**config.mk**
```make
export PLATFORM = sky130hd
export DESIGN_NAME = jhtb_ram
export DESIGN_NICKNAME = d
export VERILOG_FILES = /design/src/jhtb_ram.sv
export SDC_FILE = /design/constraint.sdc
export NUM_CORES = 2
export LEC_CHECK = 0
export BUFFER_PORTS_ARGS = -buffer_cell sky130_fd_sc_hd__buf_2
export CAP_MARGIN = 30
export CORE_UTILIZATION = 48
export DETAILED_ROUTE_END_ITERATION = 7
export PLACE_DENSITY = 0.62
export SETUP_SLACK_MARGIN = 0.5
export SYNTH_ARGS = -nofsm -noshare
export SYNTH_HDL_FRONTEND = slang
export SYNTH_SLANG_ARGS = --single-unit
```
**constraint.sdc**
```tcl
create_clock -name clk -period 2.41 [get_ports clk]
set_input_delay 0.3615 -clock clk [delete_from_list [all_inputs] [get_ports clk]]
set_output_delay 0.3615 -clock clk [all_outputs]
set_load 0.005 [all_outputs]
```
**src/jhtb_ram.sv**
```systemverilog
// jhtb_ram: generic single-write, single-read ram with registered read
// depends on nothing
`default_nettype none
module jhtb_ram #(
	parameter int Width = 8,
	parameter int Depth = 256
) (
	input  wire logic                     clk,
	input  wire logic                     we,
	input  wire logic [$clog2(Depth)-1:0] waddr,
	input  wire logic [Width-1:0]         wdata,
	input  wire logic [$clog2(Depth)-1:0] raddr,
	output logic      [Width-1:0]         rdata
);
	logic [Width-1:0] mem_q [Depth];

	always_ff @(posedge clk) begin
		if (we) begin
			mem_q[waddr] <= wdata;
		end
		rdata <= mem_q[raddr];
	end
endmodule
`default_nettype wire

```
# Word level (Yosys, flattened, before mapping)

Memories as Yosys holds them, arrays and structs flattened. A register that Yosys moved wholly into a read port is not among the register bits.
Index checks and enable logic that the tools add are counted.
Widths: inputs -> output; s select.

Bits in registers: 0
Bits in writable memories: 2,048
Bits of input ports: 26
Output and inout port bits: 8
Logic and storage cells: 3
Memories: 1

Memories:

| name  | words | width | read ports | clocked after Yosys merged registers in | wr ports | RTL line | RTL |
|---|---|---|---|---|---|---|---|
| mem_q | 256   | 8     | 1          | 1                                       | 1        | 15       | `logic [Width-1:0] mem_q [Depth];` |

Mux-type cells: 2

Operator list:

| kind   | number |
|---|---|
| $mux 1 | 2 |

# Logic depth before layout (Yosys ltp)

Word-level depth: 2
Depth in mapped cells: 11
Mapped depth without buffers: 6

# Worst setup path before layout

OpenSTA, ideal clock, no wires.

Path type: input-to-reg
Start point: input raddr[0]
End point: register rdata[2] (read register of mem_q)
Library setup time: 131 ps
Arrival: 2,168 ps
Data required time: 2,279 ps
Setup slack: 111 ps
Cell stages on the path: 9
Path buffers: 4
Cell sequence: buf_6 > buf_12 > buf_8 > buf_2 > mux4_2 > a22oi_1 > a21oi_1 > nor4_1 > nor4_2

RTL lines:

| item               | RTL line | RTL |
|---|---|---|
| start: declaration | 12       | `input wire logic [$clog2(Depth)-1:0] raddr,` |
| end: declaration   | 13       | `output logic [Width-1:0] rdata` |

==> run_results.csv <==
group,metric,value,unit
outcome,status,"finished with violations",
outcome,violations,"negative setup slack",
power_and_ir_drop,p_per_area,794,nW/µm²
global_routing,grt_remaining_overflow,0,
floorplanning,ios,34,
worst_hold_path,hold_start,"waddr[2]",
sta,period_needed,2460,ps
power_and_ir_drop,peakVddDrop,799,µV
synth,yosysSeqAreaShare,0.775,
sta,fin_skew,34.2,ps
sta,fin_crit_sh,1.02,
final_layout,drive_gt1_frac,0.350,
synth,synth_area_leaders,"edfxtp_1 77%, mux4_2 13%, mux2i_1 1.7%",
drt,drt_iter0_markers,4339,
drt,route.detailed.drc,0,
sta,worstMarginPinSlew,920,ps
global_routing,antenna_found_initial,7,
final_layout,layout_commonest_cell,"edfxtp_1",
synth,synth-main-ff-cell,"edfxtp_1",
cts,htreeDepth,4,
worst_hold_path,min_path_cells,4,
sta,finalHoldViolCount,0,
floorplanning,die_w,409,µm
final_layout,mostFrequentLayoutCells,"2048 x edfxtp_1, 457 x buf_4, 454 x mux4_2",
floorplanning,core_area,165000,µm²
power_and_ir_drop,p_leak,30.0,nW
floorplanning,initial_utilization,0.483,
synth,async_flop_share,0,
drt,vias_per_cell,6.02,
place,gp_congestion,0.863,
place,detailed_place_hpwl,130,mm
sta,maxSlewViolCount,0,
worst_hold_path,min_to,"mem_q[157][3]",
critical_path,worstSetupStartpoint,"mem_q[143][2]",
critical_path,rrSetupSlack,-50,ps
drt,routedWlPerCell,30.1,µm
synth,ys_warn_count,0,
cts,clk_latency,840,ps
drt,final_antenna_net_count,0,
floorplanning,die_h,409,µm
critical_path,path_max_fanout,1,
floorplanning,die-area,167000,µm²
sta,layout_setup_ws,-48.7,ps
synth,synth-edff-count,2048,
synth,netlist_instances,3733,
sta,tns,-48.7,ps
final_layout,area_growth,19.1,%
global_routing,grt_max_degree,93,
run,drv_cap,0,
cts,cts_root_buffer,"clkbuf_16",
worst_hold_path,hold_class,"in -> reg",
critical_path,critPathRequiredTime,3100,ps
final_layout,fin_nets,4336,
place,dp_cells,6284,
floorplanning,num_rows,149,
critical_path,start_kind,"flip-flop",
critical_path,endpoint_kind,"flip-flop",
global_routing,grt_pass1_wl,291,mm
synth,synth-seq-cells,2056,
synth,syn_area,79600,µm²
critical_path,worstPathArrival,3150,ps
sta,max_freq,0.407,GHz
cts,post_cts_buffers,0,
global_routing,grt_pass1_vias,40500,
cts,numClockSinks,2056,
drt,drt-total-wl,201,mm
cts,clk_pin_slew,60,ps
cts,cts_buffer_depth,3,
drt,drtPass1Iterations,5,
synth,syn_avg_cell_area,21.3,µm²
critical_path,path_class,"reg -> reg",
final_layout,instances_no_fill,6681,
critical_path,r2r-start,"mem_q[143][2]",
sta,hold_ws,273,ps
sta,final-setup-viol-count,1,
sta,maxSlewHeadroom,0.382,
final_layout,utilization,0.575,
sta,rsz0062_at_grt,"yes",
synth,synth_cell_types,55,
place,numPortBuffers,33,
critical_path,rr_endpoint,"rdata[2]",
global_routing,grt_usage,0.242,
critical_path,reg2reg_depth,8,
synth,synth_top_area_cell,"edfxtp_1",
cts,cts_tree,"yes",
synth,synth_top_area_frac,0.773,
drt,via_count,40200,
synth,syn-num-nets,3759,
cts,cts_made_buffers,205,
[metal layers]
metal	track usage	wire [µm]
met5	0	0
met4	0.0605	4580
met1	0.349	84700
met3	0.0418	14300
met2	0.387	97300
[cells in the mapped netlist, types with 13 or more instances]
cell type     n
mux2i_1     134
edfxtp_1   2048
o22ai_1      28
nor3_1       22
nand2_1      33
nand3_1      34
a22oi_1     133
buf_6        21
a21oi_1      96
a211oi_1     16
buf_2        31
nor2b_1      31
mux4_2      454
o221ai_1     46
clkbuf_1    111
nor2_1      282
buf_1        22
buf_8        13
nor4_1       24
a221oi_1     13
buf_4        27
[registers in the layout, indices dropped and copies added (netlist names)]
register and flops:
mem_q 2048, rdata 8
[cell type report]
| class | count | area [µm²] |
|---|---|---|
| well taps | 2189 | 2740 |
| fillers | 12100 | 70100 |
| flip-flops and latches | 2056 | 61700 |
| multi-input cells | 1442 | 17800 |
| repair buffers | 603 | 5850 |
| inverters | 2 | 7.51 |
| clock inverters | 112 | 1030 |
| diodes | 4 | 10.0 |
| clock buffers | 273 | 5570 |
[timing repair]
action | CTS | global route
hold buffers | 8 | 0
endpoints found under the setup margin | 11 | 9
hold endpoints to repair | 284 | 0
resized for setup | 35 | 16
pin swaps | 9 | 11
[worst max path at each step]
stage                     endpoint  slack, ps  cells past startpoint
after floorplan           rdata[0]        230                      9
after global placement    rdata[2]      -1210                      8
after detailed placement  rdata[2]      -1020                     10
after CTS                 rdata[2]         -2                      8
after global routing      rdata[2]        -40                      8
final                     rdata[2]        -50                      8
[critical path, cell delays in order, from the launching register on]
cell	delay, ps
edfxtp_1	370
mux4_2	530
mux4_2	530
nor2_1	120
a2111oi_1	80
buf_4	170
nor3_4	300
buf_4	180
nor4_2	40
[metrics by stage]
step / cell area, µm² / power [W] / setup WS (ps)
CTS: 94600 / 0.0756 / -2.29
global placement: 87700 / 0.0445 / -1210
global route: 94700 / 0.0771 / -41.7
finish: 94700 / 0.0752 / -48.7
floorplan: 80900 / 0.0422 / 230
detailed placement: 87700 / 0.0445 / -1020
[logic make-up after synthesis]
kind of cell	Yosys count	synth area share
compound gates	385	0.0342
buf+inv	235	0.0183
flops	2056	0.775
mux	591	0.146
simple gates	466	0.0263
[report_power, final]
| part | total [W] | leakage, nW | switching, W | internal (W) |
|---|---|---|---|---|
| Sequential | 0.0395 | 18.5 | 0.0000811 | 0.0394 |
| Combinational | 0.00434 | 8.36 | 0.00256 | 0.00178 |
| Clock | 0.0314 | 3.22 | 0.0135 | 0.0179 |
(Power assumes the default switching activity.)
